<file path="src/rtl/mmlr_pkg.sv">
// shared types, widths and codes for the multi-mode line rasterizer
// no dependencies; imported by every module of the block
`default_nettype none
package mmlr_pkg;

	// coordinate, fraction and colour widths
	localparam int CW = 16;
	localparam int FB = 16;
	localparam int COLW = 24;

	// derived widths
	localparam int DW = CW + 1;          // signed endpoint difference
	localparam int IW = CW + 1;          // pixel index, can reach steps + 1
	localparam int AW = CW + FB + 1;     // dda accumulator
	localparam int INCW = FB + 2;        // dda increment
	localparam int DECW = CW + 3;        // midpoint decision variable
	localparam int NW = 2 * CW + 2;      // parametric numerator
	localparam int DVN = (CW + FB > NW) ? CW + FB : NW;   // divider dividend
	localparam int DVD = CW + 1;         // divider divisor
	localparam int DCNTW = $clog2(DVN + 1);

	// stream payload widths, padded to whole bytes
	localparam int S_TDATA_W = ((4 * CW + COLW + 7) / 8) * 8;
	localparam int M_TDATA_W = ((2 * CW + COLW + 7) / 8) * 8;

	// configuration port
	localparam int PADDR_W = 2;
	localparam logic [PADDR_W-1:0] ADDR_MODE = 2'd0;

	// algorithm codes of the mode register
	localparam logic [1:0] MODE_DDA = 2'd0;
	localparam logic [1:0] MODE_MIDPOINT = 2'd1;
	localparam logic [1:0] MODE_PARAMETRIC = 2'd2;

	// operation codes of an input transaction
	localparam logic OP_LOAD = 1'b0;
	localparam logic OP_NEXT = 1'b1;

	// decoded command between front and back
	typedef struct packed {
		logic                   is_load;
		logic signed [CW-1:0]   x1;
		logic signed [CW-1:0]   y1;
		logic signed [DW-1:0]   dx;
		logic signed [DW-1:0]   dy;
		logic [CW-1:0]          ax;
		logic [CW-1:0]          ay;
		logic [COLW-1:0]        colour;
	} item_t;

	// one emitted pixel
	typedef struct packed {
		logic                   last;
		logic [COLW-1:0]        colour;
		logic [CW-1:0]          py;
		logic [CW-1:0]          px;
	} pix_t;

	// divider status
	typedef struct packed {
		logic busy;
		logic done;
	} div_stat_t;

	// back-end sequencer states
	typedef enum logic [3:0] {
		ST_IDLE,
		ST_DX_GO,
		ST_DX_WAIT,
		ST_DY_GO,
		ST_DY_WAIT,
		ST_PMX,
		ST_PMY,
		ST_PX_GO,
		ST_PX_WAIT,
		ST_PY_GO,
		ST_PY_WAIT,
		ST_EMIT
	} state_t;

endpackage
`default_nettype wire

</file>
<file path="src/rtl/multi_mode_line_rasterizer_top.sv">
// Load: DDA runs two serial divides (DVN = 34); parametric forms two start products; midpoint sets up on the pop.
// Pixel: DDA or midpoint goes from queue head through the pixel register and the output register to
// m_tvalid; parametric first makes two passes through the one-bit-per-cycle divider.
// Items are handled one at a time by the back end; a two-entry queue takes further items while it
// works and drops s_tready when full. Reset (arst_n low, asynchronous) clears the queue, ends any
// line and sets mode to midpoint.
// top level: configuration register and stream ports; uses mmlr_pkg and all mmlr modules
`default_nettype none
module multi_mode_line_rasterizer_top import mmlr_pkg::*; (
	input  wire logic                 clk,
	input  wire logic                 arst_n,
	input  wire logic                 psel,
	input  wire logic                 penable,
	input  wire logic                 pwrite,
	input  wire logic [PADDR_W-1:0]   paddr,
	input  wire logic [31:0]          pwdata,
	output logic [31:0]               prdata,
	output logic                      pready,
	input  wire logic                 s_tvalid,
	output logic                      s_tready,
	// x_start, y_start, x_end, y_end, colour_in, zero padding
	input  wire logic [S_TDATA_W-1:0] s_tdata,
	// op
	input  wire logic                 s_tuser,
	output logic                      m_tvalid,
	input  wire logic                 m_tready,
	// pixel_x, pixel_y, colour_out, zero padding
	output logic [M_TDATA_W-1:0]      m_tdata,
	output logic                      m_tlast
);

	logic [1:0]     mode_q;
	logic           q_valid;
	item_t          q_item;
	logic           q_pop;
	logic           div_start;
	logic [DVN-1:0] div_num;
	logic [DVD-1:0] div_den;
	div_stat_t      div_stat;
	logic [DVN-1:0] div_quo;
	pix_t           out_pix;

	// mode register
	assign pready = 1'b1;
	always_ff @(posedge clk or negedge arst_n) begin
		if (!arst_n) begin
			mode_q <= MODE_MIDPOINT;
		end else if (psel && penable && pwrite && paddr == ADDR_MODE) begin
			mode_q <= pwdata[1:0];
		end
	end
	assign prdata = (paddr == ADDR_MODE) ? {30'd0, mode_q} : 32'd0;

	mmlr_front u_front (
		.clk      (clk),
		.arst_n   (arst_n),
		.s_tvalid (s_tvalid),
		.s_tready (s_tready),
		.s_tdata  (s_tdata),
		.s_tuser  (s_tuser),
		.q_valid  (q_valid),
		.q_item   (q_item),
		.q_pop    (q_pop)
	);

	mmlr_div u_div (
		.clk    (clk),
		.arst_n (arst_n),
		.start  (div_start),
		.num    (div_num),
		.den    (div_den),
		.stat   (div_stat),
		.quo    (div_quo)
	);

	mmlr_back u_back (
		.clk       (clk),
		.arst_n    (arst_n),
		.mode      (mode_q),
		.q_valid   (q_valid),
		.q_item    (q_item),
		.q_pop     (q_pop),
		.div_start (div_start),
		.div_num   (div_num),
		.div_den   (div_den),
		.div_stat  (div_stat),
		.div_quo   (div_quo),
		.out_valid (m_tvalid),
		.out_pix   (out_pix),
		.out_ready (m_tready)
	);

	// pack the result
	assign m_tdata = M_TDATA_W'({out_pix.colour, out_pix.py, out_pix.px});
	assign m_tlast = out_pix.last;

endmodule
`default_nettype wire

</file>
<file path="src/rtl/mmlr_front.sv">
// front end: accepts input transactions, decodes them and queues them
// depends on mmlr_pkg
`default_nettype none
module mmlr_front import mmlr_pkg::*; (
	input  wire logic                 clk,
	input  wire logic                 arst_n,
	input  wire logic                 s_tvalid,
	output logic                      s_tready,
	// x_start, y_start, x_end, y_end, colour_in, zero padding
	input  wire logic [S_TDATA_W-1:0] s_tdata,
	// op
	input  wire logic                 s_tuser,
	output logic                      q_valid,
	output item_t                     q_item,
	input  wire logic                 q_pop
);

	item_t           mem_q [2];
	logic            wr_ptr_q;
	logic            rd_ptr_q;
	logic [1:0]      count_q;
	item_t           dec;
	logic            push;
	logic signed [CW-1:0] xs, ys, xe, ye;

	// decode fields and endpoint differences
	always_comb begin
		xs = s_tdata[CW-1:0];
		ys = s_tdata[2*CW-1:CW];
		xe = s_tdata[3*CW-1:2*CW];
		ye = s_tdata[4*CW-1:3*CW];
		dec.is_load = (s_tuser == OP_LOAD);
		dec.x1 = xs;
		dec.y1 = ys;
		dec.dx = DW'(xe) - DW'(xs);
		dec.dy = DW'(ye) - DW'(ys);
		dec.ax = dec.dx[DW-1] ? CW'(-dec.dx) : dec.dx[CW-1:0];
		dec.ay = dec.dy[DW-1] ? CW'(-dec.dy) : dec.dy[CW-1:0];
		dec.colour = s_tdata[4*CW+COLW-1:4*CW];
	end

	assign s_tready = (count_q != 2'd2);
	assign push = s_tvalid && s_tready;
	assign q_valid = (count_q != 2'd0);
	assign q_item = mem_q[rd_ptr_q];

	// queue storage
	always_ff @(posedge clk) begin
		if (push) begin
			mem_q[wr_ptr_q] <= dec;
		end
	end

	// queue pointers and fill count
	always_ff @(posedge clk or negedge arst_n) begin
		if (!arst_n) begin
			wr_ptr_q <= 1'b0;
			rd_ptr_q <= 1'b0;
			count_q <= 2'd0;
		end else begin
			if (push) wr_ptr_q <= ~wr_ptr_q;
			if (q_pop) rd_ptr_q <= ~rd_ptr_q;
			count_q <= count_q + 2'(push) - 2'(q_pop);
		end
	end

`ifndef NO_ASSERTIONS
	a_no_pop_empty: assert property (@(posedge clk) disable iff (!arst_n)
		q_pop |-> count_q != 2'd0) else $error("pop from empty queue");
`endif

endmodule
`default_nettype wire

</file>
<file path="src/rtl/mmlr_div.sv">
// radix-2 restoring divider, one quotient bit per cycle
// depends on mmlr_pkg
`default_nettype none
module mmlr_div import mmlr_pkg::*; (
	input  wire logic           clk,
	input  wire logic           arst_n,
	input  wire logic           start,
	input  wire logic [DVN-1:0] num,
	input  wire logic [DVD-1:0] den,
	output div_stat_t           stat,
	output logic [DVN-1:0]      quo
);

	logic             busy_q;
	logic             done_q;
	logic [DCNTW-1:0] cnt_q;
	logic [DVD:0]     rem_q;
	logic [DVN-1:0]   quo_q;
	logic [DVD-1:0]   den_q;
	logic [DVD:0]     trial;
	logic             fits;

	// shift in the next dividend bit and try a subtract
	assign trial = {rem_q[DVD-1:0], quo_q[DVN-1]};
	assign fits = (trial >= {1'b0, den_q});

	// control
	always_ff @(posedge clk or negedge arst_n) begin
		if (!arst_n) begin
			busy_q <= 1'b0;
			done_q <= 1'b0;
			cnt_q <= '0;
		end else begin
			done_q <= 1'b0;
			if (start && !busy_q) begin
				busy_q <= 1'b1;
				cnt_q <= DCNTW'(DVN);
			end else if (busy_q) begin
				cnt_q <= cnt_q - 1'b1;
				if (cnt_q == DCNTW'(1)) begin
					busy_q <= 1'b0;
					done_q <= 1'b1;
				end
			end
		end
	end

	// datapath
	always_ff @(posedge clk) begin
		if (start && !busy_q) begin
			quo_q <= num;
			rem_q <= '0;
			den_q <= den;
		end else if (busy_q) begin
			rem_q <= fits ? trial - {1'b0, den_q} : trial;
			quo_q <= {quo_q[DVN-2:0], fits};
		end
	end

	assign stat.busy = busy_q;
	assign stat.done = done_q;
	assign quo = quo_q;

endmodule
`default_nettype wire

</file>
<file path="src/rtl/mmlr_back.sv">
// back end: line setup and pixel walk for dda, midpoint and parametric modes
// depends on mmlr_pkg; drives the shared mmlr_div through its ports
`default_nettype none
module mmlr_back import mmlr_pkg::*; (
	input  wire logic           clk,
	input  wire logic           arst_n,
	input  wire logic [1:0]     mode,
	input  wire logic           q_valid,
	input  wire item_t          q_item,
	output logic                q_pop,
	output logic                div_start,
	output logic [DVN-1:0]      div_num,
	output logic [DVD-1:0]      div_den,
	input  wire div_stat_t      div_stat,
	input  wire logic [DVN-1:0] div_quo,
	output logic                out_valid,
	output pix_t                out_pix,
	input  wire logic           out_ready
);

	state_t state_q, state_d;

	// line state
	logic                   active_q;
	logic [1:0]             line_mode_q;
	logic signed [CW-1:0]   origin_x_q, origin_y_q;
	logic signed [DW-1:0]   dx_q, dy_q;
	logic [CW-1:0]          ax_q, ay_q;
	logic [CW-1:0]          steps_q;
	logic [IW-1:0]          index_q;
	logic [CW-1:0]          cur_x_q, cur_y_q;
	logic signed [DECW-1:0] decision_q;
	logic                   x_major_q;
	logic signed [AW-1:0]   acc_x_q, acc_y_q;
	logic signed [INCW-1:0] inc_x_q, inc_y_q;
	logic signed [NW-1:0]   num_x_q, num_y_q;
	logic [COLW-1:0]        colour_q;

	// pixel being built and output register
	logic [CW-1:0]          px_q, py_q;
	logic                   last_q;
	logic                   out_valid_q;
	pix_t                   out_q;

	// decoded helpers
	logic                   ld_x_major;
	logic [CW-1:0]          ld_steps;
	logic                   steps_zero;
	logic                   fin;
	logic                   emit;
	logic signed [2*CW:0]   prod;
	logic signed [CW-1:0]   mul_a;
	logic signed [NW-1:0]   num_sel;
	logic [NW-1:0]          num_mag;
	logic [CW-1:0]          fr_x, fr_y;
	logic [CW-1:0]          div_pix;
	logic signed [INCW-1:0] div_inc;
	logic                   div_neg;

	assign ld_x_major = (q_item.ax >= q_item.ay);
	assign ld_steps = ld_x_major ? q_item.ax : q_item.ay;
	assign steps_zero = (steps_q == '0);
	assign fin = (index_q >= IW'(steps_q));

	// round an accumulator to the nearest pixel, halves away from zero
	function automatic logic [CW-1:0] fix_round(input logic signed [AW-1:0] acc);
		logic [AW-1:0] m;
		logic [AW-1:0] r;
		m = acc[AW-1] ? AW'(-acc) : AW'(acc);
		r = (m + (AW'(1) << (FB - 1))) >> FB;
		return acc[AW-1] ? CW'(-r) : r[CW-1:0];
	endfunction

	assign fr_x = fix_round(acc_x_q);
	assign fr_y = fix_round(acc_y_q);

	// parametric start term origin * steps
	assign mul_a = (state_q == ST_PMY) ? origin_y_q : origin_x_q;
	assign prod = mul_a * $signed({1'b0, steps_q});

	// divider operand select
	assign num_sel = (state_q == ST_PY_GO) ? num_y_q : num_x_q;
	assign num_mag = num_sel[NW-1] ? NW'(-num_sel) : NW'(num_sel);

	// sign of the value being divided, for the result
	always_comb begin
		unique case (state_q)
			ST_DX_WAIT: div_neg = dx_q[DW-1];
			ST_DY_WAIT: div_neg = dy_q[DW-1];
			ST_PX_WAIT: div_neg = num_x_q[NW-1];
			ST_PY_WAIT: div_neg = num_y_q[NW-1];
			default:    div_neg = 1'b0;
		endcase
	end
	assign div_inc = div_neg ? INCW'(-div_quo[INCW-1:0]) : div_quo[INCW-1:0];
	assign div_pix = div_neg ? CW'(-div_quo[CW-1:0]) : div_quo[CW-1:0];

	// next state
	always_comb begin
		state_d = state_q;
		unique case (state_q)
			ST_IDLE: begin
				if (q_valid) begin
					if (q_item.is_load) begin
						if (mode == MODE_DDA && ld_steps != '0) state_d = ST_DX_GO;
						else if (mode == MODE_PARAMETRIC && ld_steps != '0) state_d = ST_PMX;
					end else if (active_q) begin
						if (line_mode_q == MODE_PARAMETRIC && !steps_zero) state_d = ST_PX_GO;
						else state_d = ST_EMIT;
					end
				end
			end
			ST_DX_GO:   state_d = ST_DX_WAIT;
			ST_DX_WAIT: if (div_stat.done) state_d = ST_DY_GO;
			ST_DY_GO:   state_d = ST_DY_WAIT;
			ST_DY_WAIT: if (div_stat.done) state_d = ST_IDLE;
			ST_PMX:     state_d = ST_PMY;
			ST_PMY:     state_d = ST_IDLE;
			ST_PX_GO:   state_d = ST_PX_WAIT;
			ST_PX_WAIT: if (div_stat.done) state_d = ST_PY_GO;
			ST_PY_GO:   state_d = ST_PY_WAIT;
			ST_PY_WAIT: if (div_stat.done) state_d = ST_EMIT;
			ST_EMIT:    if (!out_valid_q || out_ready) state_d = ST_IDLE;
			default:    state_d = ST_IDLE;
		endcase
	end

	// outputs of the sequencer
	always_comb begin
		q_pop = 1'b0;
		div_start = 1'b0;
		div_num = '0;
		div_den = '0;
		emit = 1'b0;
		unique case (state_q)
			ST_IDLE: q_pop = q_valid;
			ST_DX_GO: begin
				div_start = 1'b1;
				div_num = DVN'({ax_q, {FB{1'b0}}});
				div_den = DVD'(steps_q);
			end
			ST_DY_GO: begin
				div_start = 1'b1;
				div_num = DVN'({ay_q, {FB{1'b0}}});
				div_den = DVD'(steps_q);
			end
			ST_PX_GO, ST_PY_GO: begin
				div_start = 1'b1;
				div_num = DVN'({num_mag[NW-2:0], 1'b0} + NW'(steps_q));
				div_den = {steps_q, 1'b0};
			end
			ST_EMIT: emit = !out_valid_q || out_ready;
			default: ;
		endcase
	end

	// state and control registers
	always_ff @(posedge clk or negedge arst_n) begin
		if (!arst_n) begin
			state_q <= ST_IDLE;
			active_q <= 1'b0;
			line_mode_q <= MODE_MIDPOINT;
			out_valid_q <= 1'b0;
		end else begin
			state_q <= state_d;
			if (q_pop) begin
				if (q_item.is_load) begin
					active_q <= (mode != 2'd3);
					line_mode_q <= mode;
				end else if (active_q && fin) begin
					active_q <= 1'b0;
				end
			end
			if (emit) out_valid_q <= 1'b1;
			else if (out_ready) out_valid_q <= 1'b0;
		end
	end

	// line datapath
	always_ff @(posedge clk) begin
		if (q_pop && q_item.is_load) begin
			// line setup
			origin_x_q <= q_item.x1;
			origin_y_q <= q_item.y1;
			dx_q <= q_item.dx;
			dy_q <= q_item.dy;
			ax_q <= q_item.ax;
			ay_q <= q_item.ay;
			steps_q <= ld_steps;
			index_q <= '0;
			colour_q <= q_item.colour;
			cur_x_q <= q_item.x1;
			cur_y_q <= q_item.y1;
			x_major_q <= ld_x_major;
			decision_q <= ld_x_major
				? (DECW'({q_item.ay, 1'b0}) - DECW'(q_item.ax))
				: (DECW'({q_item.ax, 1'b0}) - DECW'(q_item.ay));
			acc_x_q <= {q_item.x1[CW-1], q_item.x1, {FB{1'b0}}};
			acc_y_q <= {q_item.y1[CW-1], q_item.y1, {FB{1'b0}}};
			inc_x_q <= '0;
			inc_y_q <= '0;
		end else if (q_pop && active_q) begin
			// one pixel step
			index_q <= index_q + 1'b1;
			last_q <= fin;
			unique case (line_mode_q)
				MODE_DDA: begin
					px_q <= fr_x;
					py_q <= fr_y;
					acc_x_q <= acc_x_q + AW'(inc_x_q);
					acc_y_q <= acc_y_q + AW'(inc_y_q);
				end
				MODE_MIDPOINT: begin
					px_q <= cur_x_q;
					py_q <= cur_y_q;
					if (x_major_q) begin
						if (decision_q > 0) begin
							cur_y_q <= cur_y_q + ((dy_q > 0) ? CW'(1) : '1);
							decision_q <= decision_q
								+ DECW'($signed({(DW'(ay_q) - DW'(ax_q)), 1'b0}));
						end else begin
							decision_q <= decision_q + DECW'({ay_q, 1'b0});
						end
						cur_x_q <= cur_x_q + ((dx_q > 0) ? CW'(1) : '1);
					end else begin
						if (decision_q > 0) begin
							cur_x_q <= cur_x_q + ((dx_q > 0) ? CW'(1) : '1);
							decision_q <= decision_q
								+ DECW'($signed({(DW'(ax_q) - DW'(ay_q)), 1'b0}));
						end else begin
							decision_q <= decision_q + DECW'({ax_q, 1'b0});
						end
						cur_y_q <= cur_y_q + ((dy_q > 0) ? CW'(1) : '1);
					end
				end
				default: begin
					// parametric; a zero-length line shows its start point
					px_q <= origin_x_q;
					py_q <= origin_y_q;
				end
			endcase
		end

		// dda increments and parametric terms
		unique case (state_q)
			ST_DX_WAIT: if (div_stat.done) inc_x_q <= div_inc;
			ST_DY_WAIT: if (div_stat.done) inc_y_q <= div_inc;
			ST_PMX: num_x_q <= NW'(prod);
			ST_PMY: num_y_q <= NW'(prod);
			ST_PX_WAIT: begin
				if (div_stat.done) begin
					px_q <= div_pix;
					num_x_q <= num_x_q + NW'(dx_q);
				end
			end
			ST_PY_WAIT: begin
				if (div_stat.done) begin
					py_q <= div_pix;
					num_y_q <= num_y_q + NW'(dy_q);
				end
			end
			default: ;
		endcase

		// output register
		if (emit) begin
			out_q.px <= px_q;
			out_q.py <= py_q;
			out_q.colour <= colour_q;
			out_q.last <= last_q;
		end
	end

	assign out_valid = out_valid_q;
	assign out_pix = out_q;

`ifndef NO_ASSERTIONS
	a_div_idle_on_start: assert property (@(posedge clk) disable iff (!arst_n)
		div_start |-> !div_stat.busy) else $error("divider started while busy");
	a_done_in_wait: assert property (@(posedge clk) disable iff (!arst_n)
		div_stat.done |-> (state_q == ST_DX_WAIT || state_q == ST_DY_WAIT ||
			state_q == ST_PX_WAIT || state_q == ST_PY_WAIT))
		else $error("divider result outside a wait state");
	a_out_held: assert property (@(posedge clk) disable iff (!arst_n)
		(out_valid_q && !out_ready) |=> (out_valid_q && $stable(out_q)))
		else $error("pending pixel overwritten");
	a_pop_only_idle: assert property (@(posedge clk) disable iff (!arst_n)
		q_pop |-> (state_q == ST_IDLE)) else $error("command taken while busy");
`endif

endmodule
`default_nettype wire
</file>
<file path="config.mk">
export PLATFORM = sky130hd
export DESIGN_NAME = multi_mode_line_rasterizer_top
export DESIGN_NICKNAME = d
export VERILOG_FILES = /design/src/rtl/mmlr_pkg.sv /design/src/rtl/multi_mode_line_rasterizer_top.sv /design/src/rtl/mmlr_front.sv /design/src/rtl/mmlr_div.sv /design/src/rtl/mmlr_back.sv
export SDC_FILE = /design/constraint.sdc
export NUM_CORES = 2
export LEC_CHECK = 0
export BUFFER_PORTS_ARGS = -buffer_cell sky130_fd_sc_hd__buf_4
export CAP_MARGIN = 10
export CORE_ASPECT_RATIO = 1.1
export CORE_UTILIZATION = 55
export CTS_CLUSTER_SIZE = 16
export DETAILED_ROUTE_END_ITERATION = 10
export MAX_ROUTING_LAYER = met4
export PLACE_DENSITY = 0.8
export SKIP_CTS_REPAIR_TIMING = 1
export SYNTH_ARGS = -nofsm -noshare
export SYNTH_HDL_FRONTEND = slang
export SYNTH_SLANG_ARGS = --single-unit
</file>
<file path="constraint.sdc">
create_clock -name clk -period 8.13 [get_ports clk]
set_input_delay 1.626 -clock clk [delete_from_list [all_inputs] [get_ports clk]]
set_output_delay 1.626 -clock clk [all_outputs]
set_load 0.02 [all_outputs]
</file>
[Yosys cells after proc, flatten, opt, wreduce, memory -nomap -nowiden]
Memory sizes are Yosys's and may differ from the RTL's.
Index checks and enable logic that the tools add are counted.
Word-level totals
  flip-flop bits (word level): 557
  latch bits: 0
  RAM bits: 246
  ROM bits: 0
  input bits: 130
  memories kept: 1
Cells by class
  $add $sub $neg: 33
  multipliers: 1
  divide/modulo/power cells: 0
  magnitude comparators: 6
  equality and inequality tests: 26
  shift-type cells: 0
  mux-type cells: 93
  bitwise operators: 4
  reduce and logical (&&, ||, !) cells: 45
Memory list
  u_front.mem_q: words 2, bits a word 123, rd ports 1, clocked after memory_dff 0, write ports 1, RTL line mmlr_front.sv:18  | item_t mem_q [2];
Operators with widths (number)
  $mux 16: 27
  $mux 33: 7
  $mux 34: 5
  $pmux 34 s2: 2
  $mux 19: 7
  $mux 18: 7
  $pmux 34 s3: 1
  $neg 16->16: 5
  $add 34x17->34: 2
  $sub 16x16->17: 4
  $add 33x18->33: 2
  $add 32x16->32 const B: 2
  $mux 32: 2
  $neg 32->32: 2
  $pmux 16 s2: 2
  $mux 4: 11
  $pmux 4 s11: 1
  $add 19x17->19: 2
  $add 19x18->19: 2
  $sub 17x16->18: 2
  $add 34x16->34: 1
  $gt 17x1->1 const B: 2
  $pmux 17 s2: 1
  $mul 16x17->33: 1
  other kinds (44): 108

[Logic depth before layout (Yosys ltp)]
  depth after elaboration: 10
  gate-level depth with buffers: 30
  depth with buffers taken out: 27

[Modules after synthesis]
Synthesis repeated with hierarchy kept, for this count alone.
Unflattened totals
  cells, all modules: 6317
  area total of the unflattened synthesis: 61851.8 µm²
Modules (own cells, without submodules)
  mmlr_back: times used 1, cells an instance 5169, area each 46128.0 µm²
  mmlr_front: times used 1, cells an instance 755, area each 11344.6 µm²
  mmlr_div: times used 1, cells an instance 352, area each 4040.1 µm²
  multi_mode_line_rasterizer_top: times used 1, cells an instance 41, area each 339.1 µm²

[Worst setup path before layout]
No wires, ideal clock.
  kind: register to register
  start: register u_back.state_q[0]
  end: register u_back.num_y_q[33] (data pin)
  library setup time: 0.174 ns
  arrival: 7.846 ns
  data required time: 7.956 ns
  setup slack: 0.110 ns
  cell stages (with the launch flop): 29
  buffers on the path: 2
  cells stage by stage: dfrtp_1 nand2b_1 nor2_1 clkbuf_1 mux2i_1 clkbuf_1 nor2_1 fa_1 inv_1 fa_1 fa_1 inv_1 fa_1 fa_1 inv_1 fa_1 inv_1 ha_1 a21oi_1 o21bai_1 a21o_1 a21o_1 a211o_1 o31ai_1 a21oi_1 o41ai_1 xnor2_1 nor2_1 a311oi_1
Between the ends
  longest elaborated chain between the ends: 4
Ends and longest elaborated chain
  start, declared: RTL line mmlr_back.sv:21  | state_t state_q, state_d;
  start signal, assigned: RTL line mmlr_back.sv:165  | state_q <= state_d;
  $eq 4x3->1: RTL line mmlr_back.sv:78, mmlr_back.sv:245
  $mux 16: RTL line mmlr_back.sv:78  | assign mul_a = (state_q == ST_PMY) ? origin_y_q : origin_x_q;
  $mul 16x17->33: RTL line mmlr_back.sv:79  | assign prod = mul_a * $signed({1'b0, steps_q});
  $pmux 34 s2 *: RTL line mmlr_back.sv:245  | unique case (state_q)
  end signal, assigned: RTL line mmlr_back.sv:249  | ST_PMY: num_y_q <= NW'(prod);
  end signal, assigned: RTL line mmlr_back.sv:259  | num_y_q <= num_y_q + NW'(dy_q);
  end, declared: RTL line mmlr_back.sv:36  | logic signed [NW-1:0] num_x_q, num_y_q;
Every way passes the cells marked *; elsewhere a longest branch is shown, timed or not.
A chain may end at the register's enable or synchronous reset.

[Worst setup path in the final report]
  start: register u_back.state_q[3]
  end: register u_back.num_y_q[33] (data pin)
The elaborated chain is that of the path after synthesis.

==> impl_metrics.tcl <==
set metrics [dict create \
    vias 50300 \
    rsz0062_at_grt "no" \
    avgViaCountPerCell 6.25 \
    final-seq-area_mm2 0.0225 \
    syn_area_per_cell_um2 9.70 \
    fin_nets 7333 \
    post-route-period-util_pct 95.0 \
    cp.depth 27 \
    cts_tree "done" \
    first_global_vias 48500 \
    synthTopCellsByCount "edfxtp_1, nand2_1, inv_1" \
    ys_types 102 \
    cts_max_level 3 \
    yosysMostFrequentCell "edfxtp_1" \
    hold_depth 0 \
    antenna_found_initial 6 \
    finalCriticalPeriod_ns 7.72 \
    max_slew_margin_pct 15.0 \
    grt_max_degree 73 \
    endpoint_kind "register" \
    io_pins 222 \
    finClkSkew_ns 0.0393 \
    hold_path.class "register to register" \
    grt-ovfl-total 0 \
    initial_core_util_pct 55.5 \
    outcome "finished clean" \
    synth_cells 6340 \
    core_mm2 0.111 \
    ys_async_sr_fraction_pct 2.76 \
    arrival_ns 8.21 \
    worstPathRequired_ns 8.62 \
    cap_violations 0 \
    crit_path_max_fanout 18 \
    row_count 128 \
    clk_latency_ns 0.69 \
    worstRegToRegCells 27 \
    detail-route-antenna-nets 0 \
    nFillCells 9096 \
    fp.dieH_um 353 \
    crit_slowest_cell "fa_1" \
    dr.pass1.iters 7 \
    yosysTopAreaCell "edfxtp_1" \
    max_stage_delay_ns 0.58 \
    hold_viol 0 \
    root_buffer "clkbuf_16" \
    drc 0 \
    yosysSeqAreaShare_pct 36.6 \
    finalSetupViolations 0 \
    critPathBufInv 6 \
    syn2layout_area_growth_pct 9.87 \
    routedWlPerCell_um 23.1 \
    drtIter0Drc 5458 \
    netlist_area_mm2 0.0615 \
    synth_edf_count 641 \
    port_buffers 160 \
    fmax_ghz 0.130 \
    ctsLongestPathBuffers 3 \
    yosysWarnings 0 \
    track_usage_pct 33.3 \
    fin_tns_setup_ns 0 \
    grt_pass1_wl_um 281000 \
    critPathLaunchType "register" \
    critPathTopFamily "adder cells" \
    fp.dieArea_mm2 0.113 \
    multi_input_area_mm2 0.0360 \
    ys_ff_latch 797 \
    clkSinkCount 797 \
    synth.top_cell.area_share_pct 31.3 \
    synth_area_leaders "edfxtp_1, ha_1, fa_1" \
    path_common_cell "fa_1" \
    worstMarginPinSlew_ns 1.27 \
    drt_wl_total_um 186000 \
    hpwl_um 142000 \
    gp_congestion 1.04 \
    drive_gt1_share_pct 8.99 \
    synthFlopType "edfxtp_1" \
    drv_slew 0 \
    clk_pin_slew_ns 0.06 \
    crit_type "register to register" \
    die_w_um 321 \
    cts_made_buffers 87 \
]
kinds of logic after synthesis:
kind of cell | after synthesis | share of synthesized area (%)
XOR/XNOR | 483 | 6.88
flip-flops | 797 | 36.6
buffers and inverters | 827 | 5.30
AO/OA/AOI/OAI | 1528 | 15.9
other | 2 | 0.0122
adder cells (fa/ha/maj) | 728 | 17.4
multiplexers | 247 | 4.51
AND/OR/NAND/NOR | 1728 | 13.4
layout by cell type (no fill, tap or decap), types with 37 or more instances in the layout:
cell       netlist  routed
edfxtp_1       641     641
nand2_1        586     584
inv_1          572     572
ha_1           516     516
nor2_1         418     415
o21ai_0        393     392
a21oi_1        371     368
xnor2_1        326     326
buf_4           32     264
fa_1           212     212
xor2_1         157     157
dfxtp_1        134     134
mux2i_1        133     133
a21o_1         129     129
nor3_1         128     124
mux2_2          99      99
nand3_1         92      92
clkbuf_16        0      88
and2_1          80      80
or3_1           70      70
nor2b_1         64      64
o21bai_1        58      58
nand2b_1        55      55
a22o_1          53      53
nor4_1          53      53
o21a_1          48      48
a31oi_1         46      45
o22ai_1         43      43
o31ai_1         45      42
a211oi_1        41      41
nand4_1         41      41
o211ai_1        37      37
layer usage:
layer	up-vias	routed length, µm	GRT usage (%)
li1	23000	-	-
met5	-	0	-
met2	2485	85100	51.5
met1	24400	73700	42.7
met3	452	18200	6.04
met4	0	8780	14.5
through the flow:
step / area [µm²] / util (%) / hold WS [ns] / instances / worst slack (ns)
finish: 67600 / 61.0 / 0.405 / 8045 / 0.409
global placement: 64500 / 58.2 / 0.402 / 7880 / 0.468
floorplan: 61600 / - / 0.400 / 6369 / 0.110
detailed placement: 64500 / 58.2 / 0.405 / 7880 / 0.351
global route: 67600 / 61.0 / 0.415 / 8044 / 0.0103
CTS: 67500 / 60.9 / 0.406 / 8037 / 0.344
final timing paths:
| check | from | to | slack [ns] |
|---|---|---|---|
| setup / recovery | u_back.state_q[3] | u_back.num_y_q[33] | 0.41 |
| hold / removal | u_back.colour_q[8] | u_back.out_pix[40] | 0.40 |
| setup reg to reg | u_back.state_q[3] | u_back.num_y_q[33] | 0.41 |
| hold reg to reg | u_back.colour_q[8] | u_back.out_pix[40] | 0.40 |
| max in group asynchronous | arst_n | u_front.rd_ptr_q | 6.83 |
| min in group asynchronous | arst_n | u_div.cnt_q[2] | 0.88 |
area by class of cell:
cell class	count	share of cell area (%)
diodes	7	0.0259
clock buffers	106	3.40
clock inverters	51	1.09
inverters	579	3.23
multi-input cells	4745	53.2
flip-flops and latches	797	33.3
well taps	1495	2.77
repair buffers	265	2.96
flip-flops by register name (all words and copies together) (netlist names), 17 cells and up:
name and count:
u_back.num_y_q 34, u_div.den_q 17, u_back.inc_x_q 18, u_back.num_x_q 34, u_back.decision_q 19, u_back.out_pix 57, u_div.rem_q 17, u_back.acc_y_q 33
u_front.mem_q 242, u_back.inc_y_q 18, u_div.quo 34, u_back.acc_x_q 33, u_back.colour_q 24, u_back.index_q 17
Power is left out: the tool's default activity adds up to more than one toggle a clock period on the data nets, which glitch-free logic cannot reach.
